## config.mk

```make
export PLATFORM = sky130hd
export DESIGN_NAME = rgb_triple_line_parser
export DESIGN_NICKNAME = d
export VERILOG_FILES = /design/src/sv/rgbtp_pkg.sv /design/src/sv/rgb_triple_line_parser.sv /design/src/sv/rgbtp_classify.sv /design/src/sv/rgbtp_core.sv /design/src/sv/rgbtp_out_buf.sv
export SDC_FILE = /design/constraint.sdc
export NUM_CORES = 1
export LEC_CHECK = 0
export ABC_AREA = 1
export BUFFER_PORTS_ARGS = -buffer_cell sky130_fd_sc_hd__buf_2
export CAP_MARGIN = 10
export CORE_MARGIN = 2
export CORE_UTILIZATION = 30
export CTS_CLUSTER_SIZE = 16
export DETAILED_ROUTE_END_ITERATION = 10
export PLACE_DENSITY_LB_ADDON = 0.2
export RECOVER_POWER = 50
export SYNTH_ARGS = -nofsm -noshare
export SYNTH_HDL_FRONTEND = slang
export SYNTH_SLANG_ARGS = --single-unit
```

## constraint.sdc

```tcl
create_clock -name clk -period 4.46 [get_ports clk]
set_clock_uncertainty 0.1 [all_clocks]
set_input_delay 0 -clock clk [delete_from_list [all_inputs] [get_ports clk]]
set_output_delay 0 -clock clk [all_outputs]
set_load 0.005 [all_outputs]
```

## src/sv/rgbtp_pkg.sv

```systemverilog
// ----------------------------------------------------------------------------
// rgbtp_pkg
// Types and constants of the colour line parser.
// ----------------------------------------------------------------------------
package rgbtp_pkg;

    typedef enum logic [2:0] {
        PH_LINE_START = 3'd0,
        PH_PRE_DIGIT  = 3'd1,
        PH_IN_DIGITS  = 3'd2,
        PH_PRE_COMMA  = 3'd3,
        PH_TRAILING   = 3'd4,
        PH_DROP       = 3'd5
    } phase_t;

    typedef enum logic [1:0] {
        KIND_FLOOR    = 2'd0,
        KIND_CEILING  = 2'd1,
        KIND_NOT_LINE = 2'd2,
        KIND_ERROR    = 2'd3
    } kind_t;

    localparam logic [7:0]  CH_NUL     = 8'd0;
    localparam logic [7:0]  CH_TAB     = 8'd9;
    localparam logic [7:0]  CH_NEWLINE = 8'd10;
    localparam logic [7:0]  CH_SPACE   = 8'd32;
    localparam logic [7:0]  CH_COMMA   = 8'd44;
    localparam logic [7:0]  CH_ZERO    = 8'd48;
    localparam logic [7:0]  CH_NINE    = 8'd57;
    localparam logic [7:0]  CH_UPPER_C = 8'd67;
    localparam logic [7:0]  CH_UPPER_F = 8'd70;
    localparam logic [11:0] VALUE_MAX  = 12'd255;
    localparam logic [1:0]  LAST_COMPONENT = 2'd2;

    typedef struct packed {
        logic       is_blank;
        logic       is_end;
        logic       is_digit;
        logic       is_comma;
        logic       is_f;
        logic       is_c;
        logic [3:0] digit;
    } byte_class_t;

    typedef struct packed {
        kind_t      kind;
        logic [7:0] red;
        logic [7:0] green;
        logic [7:0] blue;
    } result_t;

endpackage

```

## src/sv/rgb_triple_line_parser.sv

```systemverilog
// ----------------------------------------------------------------------------
// rgb_triple_line_parser
// Byte-serial parser for floor and ceiling colour lines of a map file.
// ----------------------------------------------------------------------------
//
//  Channel | Dir | Signals                    | Meaning
//  --------+-----+----------------------------+-------------------------------
//  s_*     | in  | tvalid, tready, tdata[7:0] | one text byte per word
//  m_*     | out | tvalid, tready, tdata,tuser| one result word per line
//
//  The block takes one byte every cycle while s_tready is high. Each accepted
//  byte is classified and stepped through the parser state machine in the same
//  cycle; a decided line writes its result into a two-entry output buffer,
//  which is what the master side reads, and m_tvalid rises in the cycle after
//  the deciding byte. s_tready drops only while both buffer entries hold
//  results that the downstream side has not taken. rst_n clears the parser to
//  the start of a line and empties the buffer.
//
// ----------------------------------------------------------------------------
module rgb_triple_line_parser
(
    input  logic        clk,
    input  logic        rst_n,
    input  logic        s_tvalid,
    output logic        s_tready,
    input  logic [7:0]  s_tdata,   // [7:0] ch
    output logic        m_tvalid,
    input  logic        m_tready,
    output logic [23:0] m_tdata,   // [7:0] red, [15:8] green, [23:16] blue
    output logic [1:0]  m_tuser    // [1:0] kind
);

    rgbtp_pkg::byte_class_t cls;
    rgbtp_pkg::result_t     core_res;
    rgbtp_pkg::result_t     buf_res;
    logic                   core_res_valid;
    logic                   buf_full;
    logic                   accept;

    // Any word may cause a result, so input waits whenever the buffer is full.
    assign s_tready = !buf_full;
    assign accept   = s_tvalid && s_tready;

    rgbtp_classify u_classify
    (
        .ch  (s_tdata),
        .cls (cls)
    );

    rgbtp_core u_core
    (
        .clk       (clk),
        .rst_n     (rst_n),
        .accept    (accept),
        .cls       (cls),
        .res_valid (core_res_valid),
        .res       (core_res)
    );

    rgbtp_out_buf u_out_buf
    (
        .clk       (clk),
        .rst_n     (rst_n),
        .push      (core_res_valid),
        .push_data (core_res),
        .full      (buf_full),
        .out_valid (m_tvalid),
        .out_ready (m_tready),
        .out_data  (buf_res)
    );

    // Kind travels on tuser, the three components on tdata.
    assign m_tuser = buf_res.kind;
    assign m_tdata = {buf_res.blue, buf_res.green, buf_res.red};

endmodule

```

## src/sv/rgbtp_classify.sv

```systemverilog
// ----------------------------------------------------------------------------
// rgbtp_classify
// Sorts one text byte into the character classes the parser needs.
// ----------------------------------------------------------------------------
module rgbtp_classify
(
    input  logic [7:0]           ch,
    output rgbtp_pkg::byte_class_t cls
);

    always_comb
    begin
        cls.is_blank = (ch == rgbtp_pkg::CH_SPACE) || (ch == rgbtp_pkg::CH_TAB);
        cls.is_end   = (ch == rgbtp_pkg::CH_NUL) || (ch == rgbtp_pkg::CH_NEWLINE);
        cls.is_digit = (ch >= rgbtp_pkg::CH_ZERO) && (ch <= rgbtp_pkg::CH_NINE);
        cls.is_comma = (ch == rgbtp_pkg::CH_COMMA);
        cls.is_f     = (ch == rgbtp_pkg::CH_UPPER_F);
        cls.is_c     = (ch == rgbtp_pkg::CH_UPPER_C);
        // ASCII digits sit at 0x30..0x39, so the low nibble is the value.
        cls.digit    = ch[3:0];
    end

endmodule

```

## src/sv/rgbtp_core.sv

```systemverilog
// ----------------------------------------------------------------------------
// rgbtp_core
// Parser state machine: consumes one classified byte per accepted word and
// raises a result when a line is decided.
// ----------------------------------------------------------------------------
module rgbtp_core
(
    input  logic                   clk,
    input  logic                   rst_n,
    input  logic                   accept,
    input  rgbtp_pkg::byte_class_t cls,
    output logic                   res_valid,
    output rgbtp_pkg::result_t     res
);

    rgbtp_pkg::phase_t phase_reg, phase_next;
    logic [1:0]        comp_idx_reg, comp_idx_next;
    logic [7:0]        acc_reg, acc_next;
    logic [7:0]        first_reg, first_next;
    logic [7:0]        second_reg, second_next;
    logic              ceil_reg, ceil_next;

    logic [11:0] acc_sum;
    logic        more_comps;
    logic        do_fail;
    logic        do_succeed;
    logic        do_next;
    logic        do_not_line;

    always_ff @(posedge clk or negedge rst_n)
    begin
        if (!rst_n)
        begin
            phase_reg    <= rgbtp_pkg::PH_LINE_START;
            comp_idx_reg <= 2'd0;
            acc_reg      <= 8'd0;
            first_reg    <= 8'd0;
            second_reg   <= 8'd0;
            ceil_reg     <= 1'b0;
        end
        else if (accept)
        begin
            phase_reg    <= phase_next;
            comp_idx_reg <= comp_idx_next;
            acc_reg      <= acc_next;
            first_reg    <= first_next;
            second_reg   <= second_next;
            ceil_reg     <= ceil_next;
        end
    end

    always_comb
    begin
        // Running value times ten plus the new digit, as two shifts and adds.
        acc_sum = ({4'd0, acc_reg} << 3) + ({4'd0, acc_reg} << 1) + {8'd0, cls.digit};
        more_comps = (comp_idx_reg < rgbtp_pkg::LAST_COMPONENT);

        phase_next    = phase_reg;
        comp_idx_next = comp_idx_reg;
        acc_next      = acc_reg;
        first_next    = first_reg;
        second_next   = second_reg;
        ceil_next     = ceil_reg;
        do_fail       = 1'b0;
        do_succeed    = 1'b0;
        do_next       = 1'b0;
        do_not_line   = 1'b0;

        case (phase_reg)
            rgbtp_pkg::PH_LINE_START:
            begin
                if (cls.is_f || cls.is_c)
                begin
                    ceil_next     = cls.is_c;
                    comp_idx_next = 2'd0;
                    acc_next      = 8'd0;
                    phase_next    = rgbtp_pkg::PH_PRE_DIGIT;
                end
                else
                begin
                    do_not_line = 1'b1;
                    phase_next  = cls.is_end ? rgbtp_pkg::PH_LINE_START : rgbtp_pkg::PH_DROP;
                end
            end
            rgbtp_pkg::PH_PRE_DIGIT:
            begin
                if (cls.is_digit)
                begin
                    acc_next   = {4'd0, cls.digit};
                    phase_next = rgbtp_pkg::PH_IN_DIGITS;
                end
                else if (!cls.is_blank)
                begin
                    do_fail = 1'b1;
                end
            end
            rgbtp_pkg::PH_IN_DIGITS:
            begin
                if (cls.is_digit)
                begin
                    if (acc_sum > rgbtp_pkg::VALUE_MAX)
                        do_fail = 1'b1;
                    else
                        acc_next = acc_sum[7:0];
                end
                else if (cls.is_blank)
                begin
                    phase_next = more_comps ? rgbtp_pkg::PH_PRE_COMMA : rgbtp_pkg::PH_TRAILING;
                end
                else if (cls.is_comma && more_comps)
                begin
                    do_next = 1'b1;
                end
                else if (cls.is_end && !more_comps)
                begin
                    do_succeed = 1'b1;
                end
                else
                begin
                    do_fail = 1'b1;
                end
            end
            rgbtp_pkg::PH_PRE_COMMA:
            begin
                if (cls.is_comma)
                    do_next = 1'b1;
                else if (!cls.is_blank)
                    do_fail = 1'b1;
            end
            rgbtp_pkg::PH_TRAILING:
            begin
                if (cls.is_end)
                    do_succeed = 1'b1;
                else if (!cls.is_blank)
                    do_fail = 1'b1;
            end
            default:
            begin
                // Drop phase, and any unused code: wait for the line end.
                if (cls.is_end)
                    phase_next = rgbtp_pkg::PH_LINE_START;
            end
        endcase

        if (do_next)
        begin
            if (comp_idx_reg == 2'd0)
                first_next = acc_reg;
            else
                second_next = acc_reg;
            comp_idx_next = comp_idx_reg + 2'd1;
            acc_next      = 8'd0;
            phase_next    = rgbtp_pkg::PH_PRE_DIGIT;
        end

        if (do_fail)
            phase_next = cls.is_end ? rgbtp_pkg::PH_LINE_START : rgbtp_pkg::PH_DROP;

        if (do_succeed)
            phase_next = rgbtp_pkg::PH_LINE_START;

        res_valid = accept && (do_fail || do_succeed || do_not_line);
        res.kind  = rgbtp_pkg::KIND_ERROR;
        res.red   = 8'd0;
        res.green = 8'd0;
        res.blue  = 8'd0;
        if (do_not_line)
        begin
            res.kind = rgbtp_pkg::KIND_NOT_LINE;
        end
        else if (do_succeed)
        begin
            res.kind  = ceil_reg ? rgbtp_pkg::KIND_CEILING : rgbtp_pkg::KIND_FLOOR;
            res.red   = first_reg;
            res.green = second_reg;
            res.blue  = acc_reg;
        end
    end

endmodule

```

## src/sv/rgbtp_out_buf.sv

```systemverilog
// ----------------------------------------------------------------------------
// rgbtp_out_buf
// Two-entry result buffer that separates the parser from the output stall.
// ----------------------------------------------------------------------------
module rgbtp_out_buf
(
    input  logic               clk,
    input  logic               rst_n,
    input  logic               push,
    input  rgbtp_pkg::result_t push_data,
    output logic               full,
    output logic               out_valid,
    input  logic               out_ready,
    output rgbtp_pkg::result_t out_data
);

    rgbtp_pkg::result_t mem_reg [2];
    logic       wr_ptr_reg, wr_ptr_next;
    logic       rd_ptr_reg, rd_ptr_next;
    logic [1:0] count_reg, count_next;
    logic       pop;

    always_comb
    begin
        out_valid   = (count_reg != 2'd0);
        full        = (count_reg == 2'd2);
        pop         = out_valid && out_ready;
        wr_ptr_next = push ? ~wr_ptr_reg : wr_ptr_reg;
        rd_ptr_next = pop ? ~rd_ptr_reg : rd_ptr_reg;
        count_next  = count_reg + {1'b0, push} - {1'b0, pop};
        out_data    = mem_reg[rd_ptr_reg];
    end

    always_ff @(posedge clk or negedge rst_n)
    begin
        if (!rst_n)
        begin
            wr_ptr_reg <= 1'b0;
            rd_ptr_reg <= 1'b0;
            count_reg  <= 2'd0;
        end
        else
        begin
            wr_ptr_reg <= wr_ptr_next;
            rd_ptr_reg <= rd_ptr_next;
            count_reg  <= count_next;
        end
    end

    always_ff @(posedge clk)
    begin
        if (push)
            mem_reg[wr_ptr_reg] <= push_data;
    end

endmodule

```

# After elaboration in Yosys (flattened, before gate mapping)
# Memories as Yosys holds them, arrays and structs flattened.
# Index checks and enable logic that the tools add are counted.
# Widths: inputs -> output; s select.
[word_totals]
out_inout_bits = 28
register_bits = 34
mem_count = 1
input_bits = 12
mem_bits_rw = 52
word_cells = 118
[op_classes]
n_reduce_logical = 28
n_eq_ne = 19
bitwise_logic = 3
n_addsub = 5
order_cmp = 4
mux = 49
[mem_list]
columns = ["name", "words", "word_bits", "read_ports", "rd_clocked_by_memory_dff", "wr", "line_no", "text"]
rows = [
  ["u_out_buf.mem_reg", 2, 26, 1, 0, 1, "rgbtp_out_buf.sv:17", "rgbtp_pkg::result_t mem_reg [2];"],
]
[op_table]
columns = ["cell", "count"]
rows = [
  ["$mux 8", 5],
  ["$mux 3", 10],
  ["$mux 26", 1],
  ["$mux 24", 1],
  ["$pmux 8 s3", 1],
  ["$mux 1", 23],
  ["$eq 8x4->1 const B", 2],
  ["$eq 8x6->1 const B", 2],
  ["$eq 8x7->1 const B", 2],
  ["$add 11x9->12", 1],
  ["$add 12x4->12", 1],
  ["$gt 12x8->1 const B", 1],
  ["$pmux 3 s4", 1],
  ["$reduce_and 3->1", 4],
  ["$reduce_and 6->1", 2],
  ["$ne 5x2->1 const B", 2],
  ["$ne 3x2->1 const B", 3],
  ["$ge 8x6->1 const B", 1],
  ["$le 8x6->1 const B", 1],
  ["$logic_not 8->1", 1],
  ["$mux 2", 4],
  ["$reduce_bool 7->1", 1],
  ["$eq 3x2->1 const B", 2],
  ["$logic_and 1x1->1", 6],
  ["other kinds (20)", 30],
]

# Depth between registers and ports, before layout
[logic_depth]
depth_word = 13
ltp_mapped = 18
mapped_depth_nobuf = 18

# Cells and area by module
# From an unflattened synthesis, not the netlist that was laid out.
[unflattened]
cells_unflattened = 552
area_unflattened_um2 = 4724.5
[by_module_without_submodules]
columns = ["module", "area_each_um2", "instances", "cells_per_inst"]
rows = [
  ["rgbtp_core", 2358.5, 1, 342],
  ["rgbtp_out_buf", 2153.3, 1, 165],
  ["rgbtp_classify", 198.9, 1, 42],
  ["rgb_triple_line_parser", 13.8, 1, 3],
]

# Worst setup path before layout
# Ideal clock, no wire load.
[synth_timing]
path_kind = "register -> register"
from = "reg u_core.acc_reg[0]"
to = "mem u_out_buf.mem_reg[1][0] in the netlist's numbering (enable)"
path_stages_with_launch = 16
path_slack_ns = 0.662
setup_time_ns = 0.409
arrival_time_ns = 3.289
path_cell_list = "dfrtp_1 -> inv_1 -> fa_1 -> inv_1 -> fa_1 -> nand2_1 -> nand2_1 -> nand3_1 -> nand3_1 -> nand2_1 -> nor2_1 -> nand2_1 -> nand2_1 -> nand4_1 -> nand2_1 -> nor2_1"
[synth_between]
elab_chain_len = 11
[synth_lines]
columns = ["element", "line_no", "text"]
rows = [
  ["from (decl)", "rgbtp_core.sv:18", "logic [7:0] acc_reg, acc_next;"],
  ["from (signal assigned)", "rgbtp_core.sv:45", "acc_reg <= acc_next;"],
  ["$add 11x9->12", "rgbtp_core.sv:55", "acc_sum = ({4'd0, acc_reg} << 3) + ({4'd0, acc_reg} << 1) + {8'd0, cls.digit};"],
  ["$add 12x4->12", "rgbtp_core.sv:55", ""],
  ["$gt 12x8->1", "rgbtp_core.sv:101", "if (acc_sum > rgbtp_pkg::VALUE_MAX)"],
  ["$mux 1", "rgbtp_core.sv:101", ""],
  ["$mux 1", "rgbtp_core.sv:99", "if (cls.is_digit)"],
  ["$pmux 1 s4", "rgbtp_core.sv:69", "case (phase_reg)"],
  ["$logic_or 1x1->1 (2 in a row)", "rgbtp_core.sv:162", "res_valid = accept && (do_fail || do_succeed || do_not_line);"],
  ["$logic_and 1x1->1", "rgbtp_core.sv:162", ""],
  ["$mux 1", "rgbtp_out_buf.sv:52", "if (push)"],
  ["$mux 1 (implied by the code)", "rgbtp_out_buf.sv:53", "mem_reg[wr_ptr_reg] <= push_data;"],
  ["to (decl)", "rgbtp_out_buf.sv:17", ""],
]
# No other way between the ends.

# Worst setup path after layout
[layout_timing]
from = "reg u_core.phase_reg[0]"
to = "mem u_out_buf.mem_reg[1][11] in the netlist's numbering (enable)"
[layout_between]
elab_chain_len = 7
[layout_lines]
columns = ["element", "line_no", "text"]
rows = [
  ["from (decl)", "rgbtp_core.sv:16", "rgbtp_pkg::phase_t phase_reg, phase_next;"],
  ["from (signal assigned)", "rgbtp_core.sv:34", "phase_reg <= rgbtp_pkg::PH_LINE_START;"],
  ["from (signal assigned)", "rgbtp_core.sv:43", "phase_reg <= phase_next;"],
  ["$eq 3x3->1, or another cell as far along", "rgbtp_core.sv:69", ""],
  ["$pmux 1 s4 / $pmux 1 s2 (equally long branches)", "rgbtp_core.sv:69", ""],
  ["$logic_or 1x1->1", "rgbtp_core.sv:162", ""],
  ["$logic_or 1x1->1 (*)", "rgbtp_core.sv:162", ""],
  ["$logic_and 1x1->1 (*)", "rgbtp_core.sv:162", ""],
  ["$mux 1 (*)", "rgbtp_out_buf.sv:52", ""],
  ["$mux 1 (implied by the code) (*)", "rgbtp_out_buf.sv:53", ""],
]
# Every way passes the cells marked *; elsewhere a longest branch is shown, timed or not.

==> impl_metrics.tcl <==
set metrics [dict create \
    grt_first_pass_wirelength_um 16520 \
    post_synth_xor_xnor_area 0.007748 \
    detailedPlacementHpwl_um 7042 \
    synth_commonest_cells "185 x nand2_1, 70 x inv_1, 52 x edfxtp_1" \
    groute.usage.overall 0.1298 \
    initial_antenna_violation_count 0 \
    critical_path.top_delay_family "simple AND/OR/NAND/NOR gates" \
    wl_per_cell_um 12.85 \
    report.final.slew_viol_count 51 \
    critical_path_cell_count 10 \
    synth_fa_ha_area_frac 0.05866 \
    antenna-diode-count 0 \
    cp-startpoint "u_core.phase_reg[0]" \
    cts_htree_levels 3 \
    tns_ps 0 \
    synth_largest_area_cell "edfxtp_1" \
    final_net_count 605 \
    synthToLayoutAreaGrowth_pct 15.83 \
    layout.cell_area.non_filler_mm2 0.005238 \
    postSynthAreaPerCell_um2 8.613 \
    relSlewSlack -0.2765 \
    synth_top_cells_by_area "edfxtp_1 35%, dfrtp_1 19%, nand2_1 15%, inv_1 5.8%, ha_1 5.0%" \
    final_number_of_hold_violating_endpoints 0 \
    design.core.area_mm2 0.01464 \
    r2r_end "u_out_buf.mem_reg[1][11]" \
    actual_slew_at_the_worst_max_slew_pin_ps 1915 \
    finalCriticalPeriod_ps 3645 \
    ir_drop_v 0.0001736 \
    largest_register_ffs 52 \
    hold_class "input pin to register" \
    post_synth_and_or_nand_nor_area_fraction 0.2598 \
    globalRoute.totalOverflow 0 \
    clk_pin_slew_ps 60 \
    cp_num_buf_inv 2 \
    total_length_of_routed_wires_um 9790 \
    detailroute.via_count 3418 \
    max_fclk_mhz 274.3 \
    place_area_mm2 0.004925 \
    route.antenna.remaining_nets 0 \
    ys_async_sr_fraction 0.3953 \
    synth_fp_nets 557 \
    gr-max-usage-layer "met2" \
    timing.rr.start "u_core.phase_reg[0]" \
    start_util 0.3088 \
    ys_dominant_reg_cell "edfxtp_1" \
    finalSetupViolations 0 \
    sequential_standard_cell_area_mm2 0.002412 \
    tritoncts_clock_tree "done" \
    clock_sinks 86 \
    cpPeakStageDelay_ps 1370 \
    synth-warning-count 0 \
    grt_use_met1 0.1651 \
    timing.critical_path.to "u_out_buf.mem_reg[1][11]" \
    synth-compound-area-share 0.06586 \
    outcome "complete, but fails checks" \
    path_common_cell "nand2_1" \
    power.density_cell_area_mw_per_mm2 570.3 \
    clk-insertion-delay-late_ps 330 \
    initial_drc_count 229 \
    die_height_um 126.8 \
    fp.dieW_um 126.8 \
    crit_type "register to register" \
    highest_fanout_seen_on_the_critical_path 26 \
    first_global_vias 3347 \
    drive_gt1_frac 0.1211 \
    most_instantiated_library_cell_after_synthesis "nand2_1" \
    gp_routability_congestion 0.8564 \
    yosys.area.top_type_share 0.3453 \
    synth-seq-area-share 0.5335 \
    clock_path_buffers 2 \
    rsz_0062_raised_after_global_routing "no" \
    synth_top_family_by_area "simple AND/OR/NAND/NOR gates" \
    synth-edff-count 52 \
    timing.critical_path.cells "nor3_1 -> nand3_1 -> nor2_1 -> nand2_1 -> nand2_1 -> inv_1 -> nand4_1 -> nand2_1 -> nor2_2 -> buf_4" \
    drt_pre_antenna_iters 4 \
    multi_input_comb_area_mm2 0.001754 \
    synth_mux_area_frac 0 \
    number_of_i_o_pins 40 \
    post_cts_buffers 0 \
    synth.lib_cells_used.distinct 34 \
    critical_path_arrival_ps 3530 \
    syn_inst 525 \
    total_of_flip_flops_plus_latches_after_synthesis 86 \
    r2r.worst_path.cells 10 \
    finalCritPeriodShare 0.8173 \
    portBuffers 39 \
    total_power_uw 2987 \
    timing.max_cap.violations 2 \
    grt_use_met2 0.2181 \
    netlist_area_mm2 0.004522 \
    cellLeakagePower_uw 0.002392 \
    number_of_cts_inserted_buffers 9 \
    row_count 44 \
    grt_start_max_net_pins 35 \
    area_of_the_die_mm2 0.01607 \
    viasPerCell 4.486 \
    cp-start-kind "register" \
    violations "max-capacitance violations, max-slew violations" \
    use_met3 0.03121 \
    drc 0 \
    critPathCaptureType "register" \
    timing.critical_path.slowest_stage_cell "nor3_1" \
    ctsRootBufferMaster "clkbuf_16" \
    n_fill_cell 1521 \
    minimum_setup_slack_among_reg_to_reg_paths_ps 810 \
    cp_data_required_time_ps 4350 \
]
-- area by class of cell --
type                            count  area share
Timing Repair Buffer               48     0.04969
Clock buffer                       13     0.04969
Clock inverter                      3    0.008122
Inverter                           74     0.05303
Tap cell                          184     0.04396
Sequential cell                    86      0.4606
Multi-Input combinational cell    354      0.3349
-- cells by family (layout without fill, tap and decap cells) --
group / Yosys count / after routing
compound gates: 51 / 51
flops: 86 / 86
buf+inv: 85 / 138
xor+xnor: 4 / 4
fa+ha+maj: 20 / 20
simple gates: 279 / 279
-- power by group --
group | total (uW) | internal [uW] | switching (uW)
Clock | 746 | 464 | 282
Sequential | 1130 | 1050 | 77.0
Combinational | 1120 | 392 | 723
-- per-layer routing --
metal | vias to the layer above | share of wire
met5 | - | 0
met4 | 0 | 0.0063
met3 | 4 | 0.025
met2 | 49 | 0.47
met1 | 1591 | 0.50
li1 | 1774 | -
-- tightest hold or removal path, stage by stage --
cell	delay, ps
buf_2	90
nand2_1	100
nor2_1	90
nand2_1	60
o21ai_0	70
-- cell usage in the layout, fill, tap and decap left out, types with 5 or more instances in the layout --
cell type / n
edfxtp_1: 52
nand2_1: 186
clkbuf_16: 9
dfrtp_1: 34
a21oi_1: 7
buf_2: 30
clkbuf_1: 12
nor2_1: 44
nand3_1: 24
o21ai_2: 8
dlygate4sd3_1: 5
o21ai_0: 28
ha_1: 18
o22ai_1: 6
inv_1: 71
-- through the flow --
| stage | utilization | worst slack [ps] | hold slack, ps | instances |
|---|---|---|---|---|
| 2_1_floorplan | - | 661.7 | -395.6 | 525 |
| 3_5_place_dp | 0.3363 | 1087 | 45.36 | 741 |
| 4_1_cts | 0.3604 | 1077 | 18.24 | 762 |
| 5_1_grt | 0.3577 | 471.9 | 82.48 | 762 |
| 3_3_place_gp | 0.3363 | 1183 | 27.03 | 741 |
| 6_report | 0.3577 | 814.8 | 31.45 | 762 |
-- how the worst min path moves through the flow --
| stage | start | to | slack [ps] | cells after the start |
|---|---|---|---|---|
| 2_1_floorplan | rst_n | u_core.acc_reg[0] | -400 | 0 |
| 3_3_place_gp | rst_n | u_out_buf.rd_ptr_reg | 30 | 1 |
| 3_5_place_dp | rst_n | u_out_buf.rd_ptr_reg | 50 | 1 |
| 4_1_cts | s_tdata[1] | u_core.acc_reg[1] | 20 | 5 |
| 5_1_grt | s_tvalid | u_core.comp_idx_reg[1] | 80 | 5 |
| 6_report | s_tvalid | u_core.comp_idx_reg[1] | 30 | 5 |
-- repair_timing --
action,in CTS,in global routing
hold endpoints to repair,37,0
hold buffers,5,0
gates resized for setup,0,0
(Power assumes the default switching activity.)
